===== src/sv/qdh_pkg.sv =====
// Shared types and constants of the quality delta histogram.
// No dependencies.
`timescale 1ns / 1ps

package qdh_pkg;

    // Request function codes
    typedef enum logic [1:0] {
        FUNC_LOAD   = 2'd0,
        FUNC_SYMBOL = 2'd1,
        FUNC_READ   = 2'd2,
        FUNC_FINAL  = 2'd3
    } func_t;

    // Result status codes
    typedef enum logic [1:0] {
        ST_OK         = 2'd0,
        ST_BAD_SYMBOL = 2'd1,
        ST_IGNORED    = 2'd2,
        ST_STICKY     = 2'd3
    } status_t;

    // Configuration register indexes
    typedef enum logic {
        CFG_LINE_LIMIT = 1'b0,
        CFG_LIMIT_EN   = 1'b1
    } cfg_reg_t;

    localparam logic [7:0] TOP_SYMBOL  = 8'd93;
    localparam int         LINE_W      = 32;
    localparam int         OUT_W       = 32;
    localparam int         MAPVAL_W    = 6;
    localparam int         OUTQ_DEPTH  = 4;

    // Control word travelling from the front end to the histogram stages
    typedef struct packed {
        logic              valid;
        logic              bump_first;
        logic              bump_diff;
        logic              bump_escape;
        logic              rd_req;
        logic              rd_sel;
        logic [7:0]        rd_index;
        status_t           status;
        logic [LINE_W-1:0] lines;
    } stage_ctl_t;

    typedef struct packed {
        logic [OUT_W-1:0]  count;
        status_t           status;
        logic [LINE_W-1:0] lines;
    } result_t;

endpackage


===== src/sv/qdh_outq.sv =====
// Result queue between the histogram stages and the output channel.
// Depends on qdh_pkg.
`timescale 1ns / 1ps

module qdh_outq import qdh_pkg::*; (
    input  logic    aclk,
    input  logic    aresetn,
    input  logic    in_valid,
    input  result_t in_res,
    output logic    out_valid,
    input  logic    out_ready,
    output result_t out_res,
    output logic [2:0] occupancy
);

    result_t    slots [OUTQ_DEPTH];
    logic [1:0] wr_ptr_reg, rd_ptr_reg;
    logic [2:0] count_reg, count_next;
    logic       pop;

    assign out_valid = (count_reg != '0);
    assign pop       = out_valid && out_ready;

    always_comb begin
        count_next = count_reg;
        case ({in_valid, pop})
            2'b10:   count_next = count_reg + 3'd1;
            2'b01:   count_next = count_reg - 3'd1;
            default: ;
        endcase
    end

    always_ff @(posedge aclk) begin
        if (!aresetn) begin
            wr_ptr_reg <= '0;
            rd_ptr_reg <= '0;
            count_reg  <= '0;
        end else begin
            if (in_valid) begin
                wr_ptr_reg <= wr_ptr_reg + 2'd1;
            end
            if (pop) begin
                rd_ptr_reg <= rd_ptr_reg + 2'd1;
            end
            count_reg <= count_next;
        end
    end

    always_ff @(posedge aclk) begin
        if (in_valid) begin
            slots[wr_ptr_reg] <= in_res;
        end
    end

    assign out_res   = slots[rd_ptr_reg];
    assign occupancy = count_reg;

    // credit accounting upstream must keep a free slot for every arrival
    a_no_overflow: assert property (@(posedge aclk) disable iff (!aresetn)
        in_valid |-> (count_reg != 3'(OUTQ_DEPTH)))
        else $error("result queue overflow");

endmodule


===== config.mk =====
export PLATFORM = sky130hd
export DESIGN_NAME = qdh_outq
export DESIGN_NICKNAME = d
export VERILOG_FILES = /design/src/sv/qdh_pkg.sv /design/src/sv/qdh_outq.sv
export SDC_FILE = /design/constraint.sdc
export NUM_CORES = 1
export LEC_CHECK = 0
export ABC_AREA = 1
export BUFFER_PORTS_ARGS = -buffer_cell sky130_fd_sc_hd__buf_2
export CAP_MARGIN = 20
export CORE_ASPECT_RATIO = 1.25
export CORE_MARGIN = 5
export CORE_UTILIZATION = 61
export CTS_BUF_LIST = sky130_fd_sc_hd__clkbuf_8
export DETAILED_ROUTE_END_ITERATION = 16
export GPL_ROUTABILITY_DRIVEN = 0
export PLACE_DENSITY = 0.84
export SLEW_MARGIN = 20
export SYNTH_ARGS = -nofsm -noshare
export SYNTH_HDL_FRONTEND = slang
export SYNTH_SLANG_ARGS = --single-unit

===== constraint.sdc =====
create_clock -name aclk -period 4.6 [get_ports aclk]
set_clock_uncertainty 0.15 [all_clocks]
set_input_delay 0.23 -clock aclk [delete_from_list [all_inputs] [get_ports aclk]]
set_output_delay 0.23 -clock aclk [all_outputs]
set_load 0.01 [all_outputs]

; ---- Yosys cells after proc, flatten, opt, wreduce, memory -nomap -nowiden
; Memories as Yosys holds them, arrays and structs flattened. A register that Yosys moved wholly into a read port is not among the register bits.
; Cells that the tools add are included.
; W data, S select, Z words.
[word_totals]
regBits = 7
mem_bits_rw = 264
input_bits = 70
output_inout_bits = 70
elab_cells = 18
mem_count = 1
[mem_list]
columns = memory, words, width, rd, rd_clocked_by_memory_dff, write_ports, line_no
row1 = slots, 4, 66, 1, 1, 1, qdh_outq.sv:16  ; result_t slots [OUTQ_DEPTH];
[op_classes]
addsub = 4
eq_ne = 2
muxes = 5
n_reduce_logical = 3
[ops]
columns = operator, n
row1 = $pmux W3 S2, 1
row2 = $add A2 B1 Y2 const B, 2
row3 = $mux W2, 2
row4 = $add A3 B1 Y3 const B, 1
row5 = $reduce_bool A3 Y1, 1
row6 = $sub A3 B1 Y3 const B, 1
row7 = $eq A2 B1 Y1 const B, 1
row8 = $eq A2 B2 Y1 const B, 1
row9 = $mux W1, 2
row10 = $reduce_bool A2 Y1, 1
row11 = $logic_and A1 B1 Y1, 1

; ---- Depth between registers and ports, before layout
; Gate-level depths: netlist (run 1).
[logic_depth]
depth_word = 4
ltp_mapped = 13
ltp_nobuf = 13

; ---- Worst setup path after synthesis (run 1)
; Ideal clock, no wire load.
[synth_timing]
path_type = flip-flop to flip-flop
start = register wr_ptr_reg[0]
end = memory slots[2][0] in the netlist's numbering, enable pin
setup_time_ns = 0.420
arrival_ns = 1.871
required_time_ns = 4.030
slack_ns = 2.159
stages_incl_launch_ff = 5
path_buffers = 0
period_less_slack_ns = 2.441
cell_sequence = dfxtp_1 inv_1 ha_1 nand2_1 inv_1
[synth_lines]
columns = item, line_no
row1 = start: declaration, qdh_outq.sv:17  ; logic [1:0] wr_ptr_reg, rd_ptr_reg;
row2 = start signal: assignment, qdh_outq.sv:40  ; wr_ptr_reg <= wr_ptr_reg + 2'd1;
row3 = end: declaration, qdh_outq.sv:16
; Straight into the memory's write port.

==> results of run 1 <==
## timing repair
item	in CTS	in global routing
buffers inserted	0	0
hold buffers	69	0
endpoints found under the hold margin	273	0
## per-layer routing
layer  global-route usage [%]  wire [um]  share of wire [%]  up-vias
li1                         -          -                  -     3060
met1                     26.0       8520                 38     3220
met2                     36.7      11700                 52      224
met3                     4.06       1300                5.8       59
met4                     8.31        782                3.5        2
met5                        0          7              0.031        -
## cells in the mapped netlist
cell type,number,area share (%)
fa_1,1,0.18
buf_4,1,0.069
nor2_1,92,3.2
buf_12,5,0.92
nor2_4,40,4.2
a21oi_1,5,0.23
o22ai_1,26,1.5
o21ai_0,122,5.6
edfxtp_1,264,73
inv_6,1,0.081
o21ai_2,4,0.32
inv_1,17,0.59
nand3_1,3,0.14
nor2_2,6,0.35
nand2_1,15,0.52
o21ai_1,10,0.46
buf_6,5,0.52
dfxtp_1,9,1.7
clkbuf_1,22,0.76
ha_1,5,0.58
o22ai_2,40,4.6
buf_2,9,0.42
inv_2,1,0.035
## area by class of cell
class / count / area, um2
inverters: 19 / 76.3
fillers: 1040 / 4490
multi-input cells: 369 / 2370
clock buffers: 39 / 537
clock inverters: 30 / 178
well taps: 224 / 280
flip-flops and latches: 273 / 8110
repair buffers: 217 / 1450
## critical path, stage by stage (launching register included)
cell,delay [ns]
dfxtp_4,0.52
inv_6,0.73
buf_4,0.50
o21ai_0,0.18
o22ai_2,0.20
buf_2,0.17
## stage by stage
step	util (%)	worst slack, ns	hold slack, ns
floorplan	-	2.16	0.179
global placement	66.3	1.96	0.292
detailed placement	66.3	1.91	0.294
CTS	74.3	1.34	0.284
global route	74.3	1.19	0.316
finish	74.3	1.32	0.311
## kinds of logic after synthesis
logic type / count (synthesis) / share of synthesized area, %
AND/OR/NAND/NOR: 156 / 8.34
flip-flops: 273 / 74.7
buffers and inverters: 61 / 3.39
adder cells (fa/ha/maj): 6 / 0.761
AO/OA/AOI/OAI: 207 / 12.8
## how the worst max path moves through the flow
stage | startpoint | end | slack [ns] | depth (start not counted)
2_1_floorplan | wr_ptr_reg[0] | slots[2][0] | 2.16 | 4
3_3_place_gp | flop | out_res[27] | 1.96 | 5
3_5_place_dp | flop | out_res[24] | 1.91 | 5
4_1_cts | flop | out_res[9] | 1.34 | 5
5_1_grt | flop | out_res[3] | 1.19 | 5
6_report | flop | out_res[3] | 1.32 | 5
## report_power, final
part | internal [mW] | switching, mW
registers | 2.85 | 0.0721
clock network | 0.907 | 0.846
logic | 0.439 | 0.772
==> metrics.txt, run 1 <==
routed vias/inst 5.61; clock sink count 273; Largest Register slots; Pre-antenna DRT Iters 5; Reg2Reg Launch Point wr_ptr_reg[0]; clk slew on worst S/H paths 0.07 ns; antenna viol nets, final 0; total negative slack 0 ns; n_diodes 0; first-pass GRT wire length 33900 um; slew margin rel. 32.5%; Final Hold Viols 0; most common cell after layout, fill and taps aside edfxtp_1; hold_sp in_res[43]; Post-DP Area 0.0116 mm2; initial antenna violation count 1; syn_area_per_cell 15.4 um2; vias in the first global route 6577; clock buffer count from CTS 39; Unique masters post-synth 23; Synth warnings 0; Cell Rows 54; core box area 0.0175 mm2; Die Width 129 um; Worst Hold Path EP slots[0][43]; worst hold path class in2reg; nets 995; IO Count 140; r2r setup slk 2.19 ns; Port Buf Inserts 139; Final Critical Period 3.28 ns; final slew viol count 0; Seq/Total Area, Yosys 74.7%; status finished, final reports clean; Syn Nets 779; MaxCap Viol Count 0; via count 6565; FF-to-FF path depth 5; clk buf depth 3; CP required 4.22 ns; layout cell share with drive strength beyond 1 31.2%; critical path launch point type flop; critical path class reg2out; crit path DAT 2.90 ns; largest net degree at the start of global routing 89; number of flip-flops under the largest register name 264; DRC 0; Post-DP HPWL 12100 um; initial drt markers 576; TritonCTS clock tree built; CTS resizes 0; latest clock arrival within the worst-skew pair 0.51 ns; RSZ-0062 raised after global routing no; Total Routed Length 22300 um; worst vdd ir 0.297 mV; Synth Instances 703; setup violators final 0; Finished Layout Cells 1171; WL/cell 19.0 um; Total Power 5.89 mW; Worst Setup End Kind primary output; fmax 305 MHz; LEAKAGE 4.60 nW; CP max FO 88; depth of the worst hold-timing path 2; worst slew pin tran 1.01 ns; Reg-to-Reg End slots[2][17]; Clk Tree Root Cell clkbuf_8; die area 0.0206 mm2; Final period util 71.3%; post-route cell area 0.0130 mm2; Synth-to-Final Area Change 19.9%; GR Overflow Total 0; most frequent cells in the layout edfxtp_1 (264), buf_2 (139), o21ai_0 (122), nor2_1 (92), dlygate4sd3_1 (69); Placed Cells 1033; gr usage total 21.2%; chip height 159 um; Mapped Area 0.0108 mm2; Seq cells post-synth 273; Pwr Density 453 mW/mm2; htree depth 2; Initial Util 62.0%
No activity file was read; power rests on OpenSTA's default activity.
==> run 2: changes to the inputs <==
- ABC_AREA: 1 -> 0
- CORE_UTILIZATION: 61 -> 53
- PLACE_DENSITY: 0.84 -> 0.78
- clock period: 4.6 -> 2.76 ns (I/O delays scaled with it)
==> metrics.txt, run 2 <==
largest net degree at the start of global routing 67; worst vdd ir 0.668 mV; MaxCap Viol Count 0; Slowest cell on crit path mux4_2; layout cell share with drive strength beyond 1 39.8%; RSZ-0062 raised after global routing no; Worst Setup End Kind primary output; GR Overflow Total 0; latest clock arrival within the worst-skew pair 0.50 ns; setup ws final 0.384 ns; Primary FF master, synth edfxtp_1; nets 710; Unique masters post-synth 21; Min Hold Slack 0.225 ns; TritonCTS clock tree built; critical path cell sequence buf_12 -> mux4_2 -> buf_2; hold_sp in_res[11]; IO Count 140; Final Hold Viols 0; initial drt markers 277; top cell type's share of synthesized area 79.5%; Pwr Density 769 mW/mm2; clk slew on worst S/H paths 0.06 ns; Final period util 86.1%; core box area 0.0186 mm2; Seq/Total Area, Yosys 81.3%; Reg-to-Reg End occupancy[2]; status finished, final reports clean; Final Critical Period 2.38 ns; async set-reset flop share out of synthesis 0%; filler instances 1181; CP bufs+invs 2; most common cell after layout, fill and taps aside edfxtp_1; routed vias/inst 5.37; first-pass GRT wire length 28800 um; total negative slack 0 ns; die area 0.0217 mm2; Synth Instances 390; antenna viol nets, final 0; Port Buf Inserts 139; final slew viol count 0; Total Routed Length 18500 um; CTS resizes 0; Mapped Area 0.00998 mm2; Syn Nets 466; Reg2Reg Launch Point occupancy[0]; chip height 163 um; WL/cell 20.7 um; Synth-to-Final Area Change 24.2%; LEAKAGE 4.28 nW; depth of the worst hold-timing path 2; Finished Layout Cells 894; CP required 2.47 ns; CP max FO 66; FF-to-FF path depth 7; critical path class reg2out; ranking of synthesized cells by area edfxtp_1 (79%), mux4_2 (15%), dfxtp_1 (1.8%); Crit path largest cell delay 0.60 ns; initial antenna violation count 1; Total Power 9.53 mW; crit path DAT 2.09 ns; most frequent cells in the layout edfxtp_1 (264), buf_2 (139), dlygate4sd3_1 (70), mux4_2 (66), clkbuf_8 (39); gr usage total 17.3%; Seq cells post-synth 273; fmax 421 MHz; post-route cell area 0.0124 mm2; slew margin rel. 62.0%; Placed Cells 755; Synth warnings 0; synth cell count leaders edfxtp_1 (264), mux4_2 (66), dfxtp_1 (9); Pre-antenna DRT Iters 4; syn_area_per_cell 25.6 um2; worst slew pin tran 0.570 ns; Largest Register slots; Cell Rows 56; Worst Hold Path EP slots[1][11]; via count 4803; Clk Tree Root Cell clkbuf_8; DRC 0; Initial Util 53.5%; clock sink count 273; clock buffer count from CTS 39; final design utilization 66.5%; critical path launch point type flop; Die Width 133 um; number of synthesized flops with an enable pin 264; number of flip-flops under the largest register name 264; pre-CTS setup slack 0.583 ns; Post-DP Area 0.0110 mm2; vias in the first global route 5370; CP top delay family multiplexers; most repeated cell in the gate-level netlist after synthesis edfxtp_1; r2r setup slk 0.51 ns; setup violators final 0; worst hold path class in2reg; cell taking the most area after synthesis edfxtp_1; Post-DP HPWL 10700 um; clk buf depth 3; htree depth 2
[run 2: area by class of cell]
type                            instances  area, um2  area share, %
Clock inverter                         29        143           1.15
Tap cell                              232        290           2.34
Antenna cell                            1       2.50         0.0202
Multi-Input combinational cell         97       1750           14.1
Clock buffer                           39        537           4.33
Inverter                                6       22.5          0.182
Sequential cell                       273       8120           65.5
Timing Repair Buffer                  217       1530           12.4
[run 2: routing by layer]
metal / GRT usage (%) / up-vias / share of wire (%)
li1: - / 2151 / -
met1: 19.9 / 2480 / 37
met2: 31.6 / 138 / 56
met3: 4.47 / 34 / 5.3
met4: 6.00 / 0 / 2.3
met5: 0 / - / 0
[run 2: how the worst max path moves through the flow]
stage	startpoint	to	slack, ns	cells past startpoint
floorplan	wr_ptr_reg[0]	slots[0][0]	0.09	3
detailed placement	occupancy[0]	occupancy[2]	0.58	7
finish	flop	out_res[60]	0.38	3
global route	flop	out_res[65]	0.22	3
global placement	occupancy[0]	occupancy[2]	0.76	7
CTS	flop	out_res[44]	0.32	3
[run 2: what timing repair did]
action,4_1_cts,5_1_grt
hold buffers,70,0
buffers inserted,0,0
hold endpoints to repair,287,0
[run 2: power breakdown]
| group | leakage [nW] | total, mW | internal [mW] | switching (mW) |
|---|---|---|---|---|
| sequential | 2.50 | 4.89 | 4.78 | 0.106 |
| clock | 0.404 | 2.79 | 1.41 | 1.38 |
| combinational | 1.38 | 1.85 | 0.951 | 0.903 |
[run 2: cell families (layout without fill, tap and decap cells)]
| kind of cell | after synthesis | in the layout | synth area share (%) |
|---|---|---|---|
| flip-flops | 273 | 273 | 81.3 |
| multiplexers | 67 | 67 | 15.0 |
| buffers and inverters | 20 | 291 | 1.27 |
| AND/OR/NAND/NOR | 14 | 14 | 0.853 |
| adder cells (fa/ha/maj) | 6 | 6 | 0.828 |
| AO/OA/AOI/OAI | 5 | 5 | 0.351 |
| XOR/XNOR | 5 | 5 | 0.439 |
| other | 0 | 1 | 0 |
==> run 3: changes to the inputs <==
- REMOVE_ABC_BUFFERS: unset -> 1
==> metrics.txt, run 3 (synthesis gave the netlist of run 2 again) <==
Worst Setup End Kind primary output; GR Overflow Total 0; chip height 163 um; die area 0.0217 mm2; initial antenna violation count 1; layout cell share with drive strength beyond 1 40.6%; critical path class reg2out; clock sink count 273; Final Hold Viols 0; setup violators final 0; clock buffer count from CTS 41; Final Critical Period 2.47 ns; clk slew on worst S/H paths 0.06 ns; final slew viol count 0; crit path DAT 2.19 ns; CP required 2.47 ns; largest net degree at the start of global routing 55; slew margin rel. 61.8%; FF-to-FF path depth 7; Reg-to-Reg End occupancy[2]; area of the multi-input gates 0.00175 mm2; fmax 404 MHz; RSZ-0062 raised after global routing no; hold_sp in_res[43]; Reg2Reg Launch Point occupancy[0]; n_diodes 0; htree depth 2; DRC 0; routed vias/inst 5.47; LEAKAGE 4.26 nW; TritonCTS clock tree built; FF/Latch Area 0.00812 mm2; total negative slack 0 ns; Post-DP HPWL 11300 um; Total Power 9.56 mW; Total Routed Length 19300 um; vias in the first global route 5523; Initial Util 53.5%; Largest Register slots; post-CTS setup buffers 0; Final period util 89.6%; most frequent cells in the layout edfxtp_1 (264), buf_2 (139), dlygate4sd3_1 (70), mux4_2 (66), clkbuf_8 (41); WL/cell 21.6 um; clk buf depth 3; Placed Cells 757; status finished, final reports clean; depth of the worst hold-timing path 2; Finished Layout Cells 892; Synth-to-Final Area Change 24.4%; worst slew pin tran 0.573 ns; CP max FO 27; Cell Rows 56; Port Buf Inserts 139; filler instances 1197; via count 4876; Die Width 133 um; Pwr Density 771 mW/mm2; most common cell after layout, fill and taps aside edfxtp_1; # hold bufs at CTS 70; worst vdd ir 0.531 mV; latest clock arrival within the worst-skew pair 0.51 ns; critical path launch point type flop; antenna viol nets, final 0; core box area 0.0186 mm2; Worst Hold Path EP slots[3][43]; CTS resizes 0; r2r setup slk 0.44 ns; nets 714; MaxCap Viol Count 0; gr usage total 18.2%; worst hold path class in2reg; first-pass GRT wire length 30300 um; number of flip-flops under the largest register name 264; Clk Tree Root Cell clkbuf_8; initial drt markers 272; Min Hold Slack 0.232 ns; final design utilization 66.6%; IO Count 140; Pre-antenna DRT Iters 4
[run 3: metrics by stage]
step	worst slack, ns	instance area (um2)
after CTS	0.192	12400
final	0.286	12400
after floorplan	-1.02	9870
after detailed placement	0.550	11000
after global placement	0.759	11000
after global routing	0.0975	12400
[run 3: how the worst max path moves through the flow]
stage,to,slack [ns],cells after the start
2_1_floorplan,out_res[0],-1.02,1
3_3_place_gp,occupancy[2],0.76,7
3_5_place_dp,occupancy[2],0.55,7
4_1_cts,out_res[45],0.19,3
5_1_grt,out_res[42],0.1,3
6_report,out_res[42],0.29,3
[run 3: report_power, final]
group | total (mW) | switching (mW) | internal (mW)
Clock | 2.77 | 1.40 | 1.37
Sequential | 4.95 | 0.170 | 4.78
Combinational | 1.84 | 0.867 | 0.974
[run 3: final cells by class]
| class | count | area share, % |
|---|---|---|
| Clock buffer | 41 | 4.55 |
| Clock inverter | 24 | 0.837 |
| Inverter | 6 | 0.182 |
| Multi-Input combinational cell | 97 | 14.1 |
| Sequential cell | 273 | 65.4 |
| Tap cell | 232 | 2.34 |
| Timing Repair Buffer | 219 | 12.6 |
[run 3: critical path, cell delays in order (launching register included)]
cell and delay [ns]:
dfxtp_4 0.64, buf_12 0.30, mux4_2 0.55, buf_2 0.16
[run 3: layer usage]
metal | wire length, um | global-route usage, % | vias to the layer above
li1 | - | - | 2157
met1 | 7300 | 21.6 | 2519
met2 | 10400 | 32.8 | 153
met3 | 1040 | 4.13 | 45
met4 | 492 | 6.47 | 2
met5 | 7 | 0 | -
