--- config.mk ---
export PLATFORM = sky130hd
export DESIGN_NAME = qdh_front
export DESIGN_NICKNAME = d
export VERILOG_FILES = /design/src/sv/qdh_pkg.sv /design/src/sv/qdh_ram.sv /design/src/sv/qdh_front.sv
export SDC_FILE = /design/constraint.sdc
export NUM_CORES = 1
export LEC_CHECK = 0
export ABC_AREA = 1
export BUFFER_PORTS_ARGS = -buffer_cell sky130_fd_sc_hd__buf_2
export CAP_MARGIN = 25
export CELL_PAD_IN_SITES_DETAIL_PLACEMENT = 0
export CELL_PAD_IN_SITES_GLOBAL_PLACEMENT = 1
export CORE_MARGIN = 5
export CORE_UTILIZATION = 50
export CTS_CLUSTER_SIZE = 30
export DETAILED_ROUTE_END_ITERATION = 8
export PLACE_DENSITY = 0.87
export SYNTH_ARGS = -nofsm -noshare
export SYNTH_HDL_FRONTEND = slang
export SYNTH_SLANG_ARGS = --single-unit
--- constraint.sdc ---
create_clock -name aclk -period 3.6 [get_ports aclk]
set_clock_uncertainty 0.1 [all_clocks]
set_input_delay 0.54 -clock aclk [delete_from_list [all_inputs] [get_ports aclk]]
set_output_delay 0.54 -clock aclk [all_outputs]
set_load 0.01 [all_outputs]
--- src/sv/qdh_pkg.sv ---
// Shared types and constants of the quality delta histogram.
// No dependencies.
`timescale 1ns / 1ps

package qdh_pkg;

    // Request function codes
    typedef enum logic [1:0] {
        FUNC_LOAD   = 2'd0,
        FUNC_SYMBOL = 2'd1,
        FUNC_READ   = 2'd2,
        FUNC_FINAL  = 2'd3
    } func_t;

    // Result status codes
    typedef enum logic [1:0] {
        ST_OK         = 2'd0,
        ST_BAD_SYMBOL = 2'd1,
        ST_IGNORED    = 2'd2,
        ST_STICKY     = 2'd3
    } status_t;

    // Configuration register indexes
    typedef enum logic {
        CFG_LINE_LIMIT = 1'b0,
        CFG_LIMIT_EN   = 1'b1
    } cfg_reg_t;

    localparam logic [7:0] TOP_SYMBOL  = 8'd93;
    localparam int         LINE_W      = 32;
    localparam int         OUT_W       = 32;
    localparam int         MAPVAL_W    = 6;
    localparam int         OUTQ_DEPTH  = 4;

    // Control word travelling from the front end to the histogram stages
    typedef struct packed {
        logic              valid;
        logic              bump_first;
        logic              bump_diff;
        logic              bump_escape;
        logic              rd_req;
        logic              rd_sel;
        logic [7:0]        rd_index;
        status_t           status;
        logic [LINE_W-1:0] lines;
    } stage_ctl_t;

    typedef struct packed {
        logic [OUT_W-1:0]  count;
        status_t           status;
        logic [LINE_W-1:0] lines;
    } result_t;

endpackage

--- src/sv/qdh_ram.sv ---
// Generic simple dual-port RAM, one write and one registered read port.
// No dependencies.
`timescale 1ns / 1ps

module qdh_ram #(
    parameter int WIDTH = 32,
    parameter int DEPTH = 256
) (
    input  logic                     aclk,
    input  logic                     we,
    input  logic [$clog2(DEPTH)-1:0] waddr,
    input  logic [WIDTH-1:0]         wdata,
    input  logic [$clog2(DEPTH)-1:0] raddr,
    output logic [WIDTH-1:0]         rdata
);

    logic [WIDTH-1:0] mem [DEPTH];
    logic [WIDTH-1:0] rdata_reg;

    always_ff @(posedge aclk) begin
        if (we) begin
            mem[waddr] <= wdata;
        end
        rdata_reg <= mem[raddr];
    end

    assign rdata = rdata_reg;

endmodule

--- src/sv/qdh_front.sv ---
// Front end: config registers, line/error control, reduction map lookup.
// Depends on qdh_pkg and qdh_ram.
`timescale 1ns / 1ps

module qdh_front import qdh_pkg::*; #(
    parameter int MAP_DEPTH     = 64,
    parameter int SYMBOL_OFFSET = 33
) (
    input  logic                aclk,
    input  logic                aresetn,
    input  logic                cfg_wr_en,
    input  logic                cfg_index,
    input  logic [31:0]         cfg_wdata,
    input  logic                in_take,
    input  logic [1:0]          s_func,
    input  logic [7:0]          s_symbol,
    input  logic [5:0]          s_map_value,
    input  logic                s_line_start,
    input  logic                s_table_select,
    input  logic [7:0]          s_read_index,
    output stage_ctl_t          s1_ctl,
    output logic [MAPVAL_W-1:0] s1_map_val
);

    localparam int MAP_AW = $clog2(MAP_DEPTH);

    logic [31:0]       line_limit_reg;
    logic              limit_en_reg;
    logic [LINE_W-1:0] line_counter_reg, line_counter_next;
    logic              line_active_reg, line_active_next;
    logic              error_seen_reg, error_seen_next;
    stage_ctl_t        s1_ctl_reg, s1_ctl_next;

    logic [8:0] map_idx;
    logic       sym_bad;
    logic       limit_hit;
    logic       map_we;

    always_ff @(posedge aclk) begin
        if (!aresetn) begin
            line_limit_reg <= '0;
            limit_en_reg   <= 1'b0;
        end else if (cfg_wr_en) begin
            case (cfg_index)
                CFG_LINE_LIMIT: line_limit_reg <= cfg_wdata;
                CFG_LIMIT_EN:   limit_en_reg   <= cfg_wdata[0];
                default: ;
            endcase
        end
    end

    assign map_idx   = {1'b0, s_symbol} - 9'(SYMBOL_OFFSET);
    assign sym_bad   = (s_symbol < 8'(SYMBOL_OFFSET)) || (s_symbol > TOP_SYMBOL)
                       || (map_idx >= 9'(MAP_DEPTH));
    assign limit_hit = limit_en_reg && (line_counter_reg >= line_limit_reg);

    always_comb begin
        line_counter_next       = line_counter_reg;
        line_active_next        = line_active_reg;
        error_seen_next         = error_seen_reg;
        s1_ctl_next             = '0;
        s1_ctl_next.valid       = in_take;
        s1_ctl_next.rd_sel      = s_table_select;
        s1_ctl_next.rd_index    = s_read_index;
        s1_ctl_next.status      = error_seen_reg ? ST_STICKY : ST_OK;
        if (in_take) begin
            case (func_t'(s_func))
                FUNC_SYMBOL: begin
                    if (error_seen_reg) begin
                        s1_ctl_next.status = ST_STICKY;
                    end else if (s_line_start) begin
                        line_active_next = 1'b0;
                        if (limit_hit) begin
                            s1_ctl_next.status = ST_IGNORED;
                        end else if (sym_bad) begin
                            s1_ctl_next.status = ST_BAD_SYMBOL;
                            error_seen_next    = 1'b1;
                        end else begin
                            line_active_next       = 1'b1;
                            s1_ctl_next.bump_first = 1'b1;
                            if (line_counter_reg != '1) begin
                                line_counter_next = line_counter_reg + LINE_W'(1);
                            end
                        end
                    end else if (!line_active_reg) begin
                        s1_ctl_next.status = ST_IGNORED;
                    end else if (sym_bad) begin
                        s1_ctl_next.status = ST_BAD_SYMBOL;
                        error_seen_next    = 1'b1;
                        line_active_next   = 1'b0;
                    end else begin
                        s1_ctl_next.bump_diff = 1'b1;
                    end
                end
                FUNC_READ: s1_ctl_next.rd_req = 1'b1;
                FUNC_FINAL: begin
                    line_active_next        = 1'b0;
                    s1_ctl_next.bump_escape = limit_en_reg && !error_seen_reg;
                end
                default: ; // map loads touch only the map
            endcase
        end
        s1_ctl_next.lines = line_counter_next;
    end

    always_ff @(posedge aclk) begin
        if (!aresetn) begin
            line_counter_reg <= '0;
            line_active_reg  <= 1'b0;
            error_seen_reg   <= 1'b0;
            s1_ctl_reg.valid <= 1'b0;
        end else begin
            line_counter_reg <= line_counter_next;
            line_active_reg  <= line_active_next;
            error_seen_reg   <= error_seen_next;
            s1_ctl_reg       <= s1_ctl_next;
        end
    end

    assign map_we = in_take && (func_t'(s_func) == FUNC_LOAD)
                    && ({1'b0, s_symbol} < 9'(MAP_DEPTH));

    qdh_ram #(
        .WIDTH (MAPVAL_W),
        .DEPTH (MAP_DEPTH)
    ) u_map_ram (
        .aclk  (aclk),
        .we    (map_we),
        .waddr (s_symbol[MAP_AW-1:0]),
        .wdata (s_map_value),
        .raddr (map_idx[MAP_AW-1:0]),
        .rdata (s1_map_val)
    );

    assign s1_ctl = s1_ctl_reg;

    // once raised, the error flag only falls through reset
    a_error_sticky: assert property (@(posedge aclk) disable iff (!aresetn)
        error_seen_reg |=> error_seen_reg)
        else $error("error flag cleared without reset");

endmodule

# ---- Yosys cells after proc, flatten, opt, wreduce, memory -nomap -nowiden
# Memories as Yosys holds them, arrays and structs flattened. A register that Yosys moved wholly into a read port is not among the register bits.
# Index checks and enable logic that the tools add are counted.
dict set report word_totals {
  mem_bits_rw 384
  output_inout_bits 54
  register_bits 115
  n_memories 1
}
# name words word_bits read_ports rd_ports_with_merged_regs wr line
set mem_list {}
lappend mem_list {u_map_ram.mem 64 6 1 1 1 qdh_ram.sv:17} ;# logic [WIDTH-1:0] mem [DEPTH];
dict set report op_classes {
  n_mux 29
  n_reduce_logical 16
  add_sub_neg 2
  n_eq_ne 5
  bitwise_logic 4
  order_cmp 5
}
# op count
set ops {}
lappend ops {{$mux 32} 7}
lappend ops {{$add 32x1->32 const B} 1}
lappend ops {{$ge 32x32->1} 1}
lappend ops {{$ne 32x32->1 const B} 1}
lappend ops {{$mux 2} 8}
lappend ops {{$mux 1} 13}
lappend ops {{$ge 9x7->1 const B} 1}
lappend ops {{$sub 8x6->9 const B} 1}
lappend ops {{$gt 8x7->1 const B} 1}
lappend ops {{$lt 8x6->1 const B} 1}
lappend ops {{$lt 8x7->1 const B} 1}
lappend ops {{$reduce_and 2->1} 4}
lappend ops {{$reduce_or 4->1} 2}
lappend ops {{$eq 2x2->1 const B} 2}
lappend ops {{$logic_and 1x1->1} 4}
lappend ops {{$not 1->1} 4}
lappend ops {{$reduce_and 3->1} 1}
lappend ops {{$eq 2x1->1 const B} 1}
lappend ops {{$logic_not 2->1} 1}
lappend ops {{$logic_or 1x1->1} 2}
lappend ops {{$ne 2x2->1 const B} 1}
lappend ops {{$pmux 1 s2} 1}
lappend ops {{$reduce_bool 2->1} 1}
lappend ops {{$logic_not 1->1} 1}

# ---- Logic depth before layout (Yosys ltp)
# Gate-level depths: netlist of run 1.
dict set report logic_depth {
  depth_word 9
  ltp_mapped 19
  depth_no_buf 19
}

# ---- Hierarchy
# From an unflattened synthesis of run 1, not the netlist that was laid out.
dict set report unflattened {
  hier_cells 2102
  area_unflattened_um2 21738.3
}
# mod seq_area_each_um2 cells_each area_each_um2 n_inst
set by_module_without_submodules {}
lappend by_module_without_submodules {qdh_ram 11651.2 1376 15930.3 1}
lappend by_module_without_submodules {qdh_front 2772.7 726 5808.1 1}

# ---- Worst setup path before layout of run 1
# No wires, ideal clock.
dict set report synth_path {
  path_kind {input port to flip-flop}
  from {input s_symbol[0]}
  to {register s1_ctl_reg, in the netlist s1_ctl[19] (data pin)}
  n_path_buf 3
  cell_stages 18
  slack_ns 0.630
  arrival_ns 2.615
  setup_time_ns 0.255
  path_cell_list {buf_2 > inv_2 > buf_2 > buf_1 > ha_1 > nand3_2 > nand2_1 > nand2_1 > nand2_1 > nand3_4 > nor2_8 > nand3_4 > nor2_4 > nand2_4 > clkinv_2 > nand2_1 > nand2_1 > nand2_1}
}
dict set report synth_via {
  elab_chain_cells 9
  word_cells_on_any_way 12
  cone_classes {add/sub: 1; order compare: 3; mux: 6; reduce/logical: 2}
}
# item line
set synth_lines {}
lappend synth_lines {{start, declared} qdh_front.sv:16} ;# input logic [7:0] s_symbol,
lappend synth_lines {{$sub 8x6->9, or another cell as far along} qdh_front.sv:52} ;# assign map_idx = {1'b0, s_symbol} - 9'(SYMBOL_OFFSET);
lappend synth_lines {{$ge 9x7->1 / $logic_or 1x1->1 (equally long branches)} {qdh_front.sv:54, qdh_front.sv:53}}
lappend synth_lines {{$logic_or 1x1->1 *} qdh_front.sv:54} ;# || (map_idx >= 9'(MAP_DEPTH));
lappend synth_lines {{$mux 32 *} qdh_front.sv:75} ;# end else if (sym_bad) begin
lappend synth_lines {{$mux 32 *} qdh_front.sv:73} ;# if (limit_hit) begin
lappend synth_lines {{$mux 32 *} qdh_front.sv:71} ;# end else if (s_line_start) begin
lappend synth_lines {{$mux 32 *} qdh_front.sv:69} ;# if (error_seen_reg) begin
lappend synth_lines {{$mux 32 *} qdh_front.sv:67} ;# case (func_t'(s_func))
lappend synth_lines {{$mux 32 *} qdh_front.sv:66} ;# if (in_take) begin
lappend synth_lines {{net line_counter_next[19]} qdh_front.sv:29} ;# logic [LINE_W-1:0] line_counter_reg, line_counter_next;
lappend synth_lines {{end signal, assigned} qdh_front.sv:116} ;# s1_ctl_reg <= s1_ctl_next;
lappend synth_lines {{end, declared} qdh_front.sv:32} ;# stage_ctl_t s1_ctl_reg, s1_ctl_next;
# Mark *: on every way through the listed nets, which the timed path passes. The rest lies on a longest branch.
# A chain may end at the register's enable or synchronous reset.

# ---- Worst setup path after layout of run 1
dict set report layout_path {
  from {register line_counter_reg[13]}
  to {register s1_ctl_reg, in the netlist s1_ctl[11] (data pin)}
}
dict set report layout_via {
  elab_chain_cells 8
  word_cells_on_any_way 10
  cone_classes {order compare: 1; eq/ne: 1; mux: 7; reduce/logical: 1}
}
# item line
set layout_lines {}
lappend layout_lines {{start, declared} qdh_front.sv:29}
lappend layout_lines {{start signal, assigned} qdh_front.sv:113} ;# line_counter_reg <= line_counter_next;
lappend layout_lines {{branches (longest 3 deep; another with $ge 32x32->1)} n/a}
lappend layout_lines {{$mux 32 *} qdh_front.sv:73}
lappend layout_lines {{$mux 32 *} qdh_front.sv:71}
lappend layout_lines {{$mux 32 *} qdh_front.sv:69}
lappend layout_lines {{$mux 32 *} qdh_front.sv:67}
lappend layout_lines {{$mux 32 *} qdh_front.sv:66}
lappend layout_lines {{net line_counter_next[11]} qdh_front.sv:29}
# Mark *: on every way through the listed nets, which the timed path passes.

==> results of run 1 <==
[cell families (layout without fill, tap and decap cells)]
logic type	count (synthesis)	count (layout)	synth area share, %
other cells	0	1	0
compound gates	334	334	9.899
xor+xnor	9	9	0.4044
mux	72	72	3.376
buf+inv	214	383	3.921
flops	505	505	67.57
fa+ha+maj	35	35	2.051
simple gates	608	608	12.78
[power by group]
group / internal (uW) / total (uW) / switching, uW
Clock: 2880 / 5070 / 2190
Combinational: 291 / 927 / 636
Sequential: 6410 / 6440 / 32.7
[per-layer routing]
layer | share of wire [%] | up-vias
met5 | 0.063 | -
met4 | 2.7 | 6
met3 | 8.7 | 101
met2 | 47 | 624
met1 | 42 | 6978
li1 | - | 6735
[what timing repair did]
action                                 in CTS  in global routing
resized for setup                           0                  0
hold buffers                                3                  0
endpoints found under the hold margin       3                  0
setup endpoints to repair                   0                  0
[stage by stage]
stage          utilization (%)  hold slack, ns
2_1_floorplan                -          0.3353
3_3_place_gp             53.71          0.3510
3_5_place_dp             53.81          0.3581
4_1_cts                  57.74        0.001551
5_1_grt                  57.75         0.01316
6_report                 57.75         0.03319
[path summary, 6_finish.rpt]
path                                   startpoint                        endpoint  slack (ns)  cells past startpoint
setup / recovery  line_counter_reg[13]$_SDFF_PN0_            s1_ctl[11]$_DFFE_PP_        0.73                     13
setup reg to reg  line_counter_reg[13]$_SDFF_PN0_            s1_ctl[11]$_DFFE_PP_        0.73                     13
hold / removal                    s_read_index[2]            s1_ctl[36]$_DFFE_PP_        0.03                      1
hold reg to reg    line_limit_reg[9]$_SDFFE_PN0P_  line_limit_reg[9]$_SDFFE_PN0P_        0.36                      2
[layout make-up]
| type | instances | area, um^2 | share of cell area (%) |
|---|---|---|---|
| clock buffer | 83 | 1509 | 6.202 |
| multi-input combinational | 1058 | 6100 | 25.07 |
| antenna | 1 | 2.502 | 0.01028 |
| inverter | 123 | 464.2 | 1.908 |
| clock inverter | 15 | 115.1 | 0.4731 |
| timing repair buffer | 162 | 1042 | 4.284 |
| sequential | 505 | 14420 | 59.28 |
| tap | 539 | 674.4 | 2.772 |
[placed cells by master (no fill, tap or decap), types with 14 or more instances in the layout]
cell,count
o211ai_1,24
nor2_1,266
edfxtp_1,431
nand4_1,23
nand3_1,95
mux2i_1,72
nor3_1,14
dfxtp_1,74
buf_2,115
a21oi_1,68
clkbuf_16,53
nand2_1,163
clkbuf_1,23
ha_1,34
o221ai_1,72
o21ai_0,135
o32ai_1,24
buf_4,35
inv_1,114
[critical path, stage by stage (launching register included)]
cell     delay, ns
dfxtp_1       0.45
ha_1          0.29
nand2_1       0.06
inv_1         0.03
nor2_1        0.06
o21ai_0       0.09
a21oi_1       0.15
nand2_1       0.10
nand2_1       0.07
nand3_1       0.12
nand2_2       0.53
nand2_1       0.19
o21ai_0       0.28
nand2_1       0.08
[cells in the mapped netlist, drive strengths merged]
cell    instances
mux2i          72
nor2          277
nand2         171
edfxtp        431
nand3         103
nor3b           2
and2            4
o32ai          24
a21o            2
a21oi          70
and3            1
dfxtp          74
inv           120
clkinv          3
nor4            4
xor2            9
clkbuf         65
o211ai         24
o221ai         72
ha             35
nor3           16
buf            26
nand4          24
o21a            2
nand3b          4
o21ai         140
or2             2
==> flow_summary.yaml, run 1 <==
status:
  run_status: "finished clean"
timing:
  finalHoldViolCount: 0
  finalMaxSlewViolations: 0
  setup_viol: 0
  worst_pin_slew_ns: 1.000
  relSlewSlack_pct: 33.34
  tns_ns: 0
  min_period_ns: 2.867
  timing.fmax_mhz: 348.8
  setup_ws_ns: 0.7329
  period_share_pct: 79.64
  rsz0062_at_grt: "no"
global_route:
  antenna_found_initial: 4
  grt_pass1_vias: 14310
  grt_use_met1_pct: 29.80
  grt_max_degree: 124
  grt.busiest_layer: "met2"
  grt_util_met3_pct: 5.526
  globalRouteOverflowTotal: 0
  use_met2_pct: 34.54
  grt_usage_pct: 21.77
  grt_pass1_wl_mm: 80.04
synthesis:
  seq_area_frac_synth_pct: 67.57
  syn_area_um2: 21350
  synth_cells: 1777
  avgSynthCellArea_um2: 12.01
  netlist_top_cells_area: "edfxtp_1 61%, dfxtp_1 6.9%, nor2_1 4.7%, mux2i_1 3.4%, o21ai_0 3.2%"
  netlist.area_leader.share_pct: 60.63
  synth_nets: 1875
  yosysTopAreaCell: "edfxtp_1"
  synth_cell_types: 47
  ys_ff_latch: 505
  yosysWarnings: 0
worst_hold_path:
  hp-class: "input pin to flip-flop"
floorplanning:
  dieHeight_um: 216.6
  ios: 117
  die_x_um: 216.6
  start_util_pct: 50.67
  fp-row-count: 75
  die_area_um2: 46930
  core_area_um2: 42130
route:
  drc: 0
  routed_via_density: 5.810
  routed_wl_mm: 52.12
  first_iter_violations: 1508
  drtAntennaViolNets: 0
  vias: 14440
  dr.pass1.iters: 6
  wl_per_cell_um: 20.96
critical_path:
  cp.arrival_ns: 3.10
  critPathCaptureType: "flip-flop"
  crit_required_ns: 3.84
  startpoint_type: "flip-flop"
  crit_type: "flip-flop to flip-flop"
  cp_max_fo: 32
flow_run:
  drv_cap: 0
clock_network:
  cts_tree: "yes"
  clk-insertion-delay-late_ns: 0.60
  cts_buffer_depth: 3
  clkTransAtPathRegs_ns: 0.06
  htree_levels: 2
  clkSinkCount: 505
  post_cts_buffers: 0
  clock-root-buffer: "clkbuf_16"
  cts_buffers: 52
layout:
  post-route-cell-area_um2: 24330
  fin_cells: 2486
  fin_nets: 2000
  largest_register_ffs: 384
  syn2layout_area_growth_pct: 13.97
  nFillCells: 3407
  final_layout_size_suffix_gt1_share_pct: 13.98
placed_design:
  dp_slack_ns: 0.7474
  numPortBuffers: 116
  detailed_place_hpwl_mm: 34.15
  gp_congestion: 0.8476
  place_inst: 2384
  placed_area_um2: 22670
power_and_ir_drop:
  ir_drop_mv: 0.3087
  p_per_area_nw_per_um2: 511.4
  power.leakage_uw: 0.008793
  power_uw: 12440
(Power assumes the default switching activity.)
==> run 2, diff against run 1 <==
==> constraint.sdc (replaced) <==
create_clock -name aclk -period 3 [get_ports aclk]
set_clock_uncertainty 0.1 [all_clocks]
set_input_delay 0.45 -clock aclk [delete_from_list [all_inputs] [get_ports aclk]]
set_output_delay 0.45 -clock aclk [all_outputs]
set_load 0.01 [all_outputs]
==> flow_summary.yaml, run 2 (same netlist as run 1, synthesis figures left out) <==
status:
  run_status: "finished clean"
timing:
  worst_pin_slew_ns: 1.005
  finalMaxSlewViolations: 0
  finalHoldViolCount: 0
  period_share_pct: 86.84
  timing.fmax_mhz: 383.9
  tns_ns: 0
  setup_ws_ns: 0.3948
  relSlewSlack_pct: 33.03
  min_period_ns: 2.605
  setup_viol: 0
  rsz0062_at_grt: "no"
global_route:
  antenna_found_initial: 6
  grt_pass1_vias: 14340
  grt_pass1_wl_mm: 81.39
  globalRouteOverflowTotal: 0
  grt_max_degree: 109
  grt_usage_pct: 22.18
floorplanning:
  die_area_um2: 46930
  die_x_um: 216.6
  start_util_pct: 50.67
  ios: 117
  core_area_um2: 42130
  dieHeight_um: 216.6
  fp-row-count: 75
critical_path:
  path_cells: "ha_1 -> nand2_1 -> nor2_1 -> nand4_1 -> nor2_1 -> nand2_1 -> nand3_1 -> nand2_2 -> buf_4 -> buf_4 -> nand4_1 -> nand2_1 -> nand2_1 -> inv_1"
  crit_top_cell: "nand2_1"
  startpoint_type: "flip-flop"
  critPathCaptureType: "flip-flop"
  cp.arrival_ns: 2.87
  cp_top_family: "simple AND/OR/NAND/NOR gates"
  crit_type: "flip-flop to flip-flop"
  cp_slowest_stage_delay_ns: 0.37
  crit_required_ns: 3.26
  cp_slowest_cell: "dfxtp_1"
  cp_num_buf_inv: 3
  cp_max_fo: 11
clock_network:
  ctsHoldBuffers: 11
  post_cts_buffers: 0
  clkSinkCount: 505
  cts_tree: "yes"
  clk-insertion-delay-late_ns: 0.60
  clock-root-buffer: "clkbuf_16"
  cts_buffers: 50
  post_cts_resized: 0
  cts_buffer_depth: 3
  htree_levels: 2
  clkTransAtPathRegs_ns: 0.06
route:
  wl_per_cell_um: 21.03
  first_iter_violations: 1516
  vias: 14510
  dr.pass1.iters: 8
  drc: 0
  routed_via_density: 5.775
  routed_wl_mm: 52.83
  drtAntennaViolNets: 0
placed_design:
  detailed_place_hpwl_mm: 34.52
  place_inst: 2405
  dp_slack_ns: 0.1775
  numPortBuffers: 116
  gp_congestion: 0.8908
power_and_ir_drop:
  ir_drop_mv: 0.4237
  power.leakage_uw: 0.008954
  p_per_area_nw_per_um2: 609.3
layout:
  largest_register_ffs: 384
  fin_cells: 2512
  final_layout_size_suffix_gt1_share_pct: 14.81
  fin_nets: 2027
  syn2layout_area_growth_pct: 15.14
  final_cell_mix: "431 x edfxtp_1, 266 x nor2_1, 163 x nand2_1, 135 x o21ai_0, 115 x buf_2"
  final_common_cell: "edfxtp_1"
flow_run:
  drv_cap: 0
worst_hold_path:
  hp-class: "input pin to flip-flop"
[run 2: layout make-up]
type                    instances  area [um^2]
clock buffers                  68         1349
multi-input cells            1058         6100
diodes                          2        5.005
well taps                     539        674.4
flip-flops and latches        505        14420
clock inverters                26        262.8
inverters                     123        464.2
fillers                      3347        17550
repair buffers                191         1303
[run 2: power breakdown]
group	internal (uW)	total (uW)	switching, uW
Clock	3520	6130	2620
Sequential	7690	7730	37.9
Combinational	358	1120	760
Total	11600	15000	3410
[run 2: metrics by stage]
stage / power, uW / util, % / hold WS (ns) / area, um^2
6_report: 14980 / 58.34 / 0.02929 / 24580
5_1_grt: 15480 / 58.34 / 0.02938 / 24580
4_1_cts: 15070 / 58.33 / 0.002107 / 24580
3_5_place_dp: 8975 / 54.24 / 0.3547 / 22850
3_3_place_gp: 8956 / 54.24 / 0.3520 / 22850
2_1_floorplan: 8486 / - / 0.3353 / 21350
[run 2: path summary, 6_finish.rpt]
path | slack, ns | start | depth (start not counted) | endpoint
max reg2reg | 0.39 | line_counter_reg[7]$_SDFF_PN0_ | 14 | s1_ctl[7]$_DFFE_PP_
min reg2reg | 0.36 | line_limit_reg[10]$_SDFFE_PN0P_ | 2 | line_limit_reg[10]$_SDFFE_PN0P_
min | 0.03 | cfg_wdata[10] | 3 | line_limit_reg[10]$_SDFFE_PN0P_
max | 0.39 | line_counter_reg[7]$_SDFF_PN0_ | 14 | s1_ctl[7]$_DFFE_PP_
[run 2: worst reg2reg max path: stages (launching register included)]
cell     delay [ns]
dfxtp_1        0.37
ha_1           0.33
nand2_1        0.08
nor2_1         0.17
nand4_1        0.15
nor2_1         0.19
nand2_1        0.07
nand3_1        0.15
nand2_2        0.11
buf_4          0.21
buf_4          0.17
nand4_1        0.09
nand2_1        0.06
nand2_1        0.09
inv_1          0.04
[run 2: routing by layer]
metal | part of all wire (%) | GRT usage (%) | vias to the layer above | wire [um]
li1 | - | - | 6799 | -
met1 | 41 | 30.57 | 6973 | 21910
met2 | 48 | 35.44 | 621 | 25110
met3 | 8.4 | 5.149 | 107 | 4452
met4 | 2.5 | 6.890 | 8 | 1311
met5 | 0.080 | 0 | - | 42
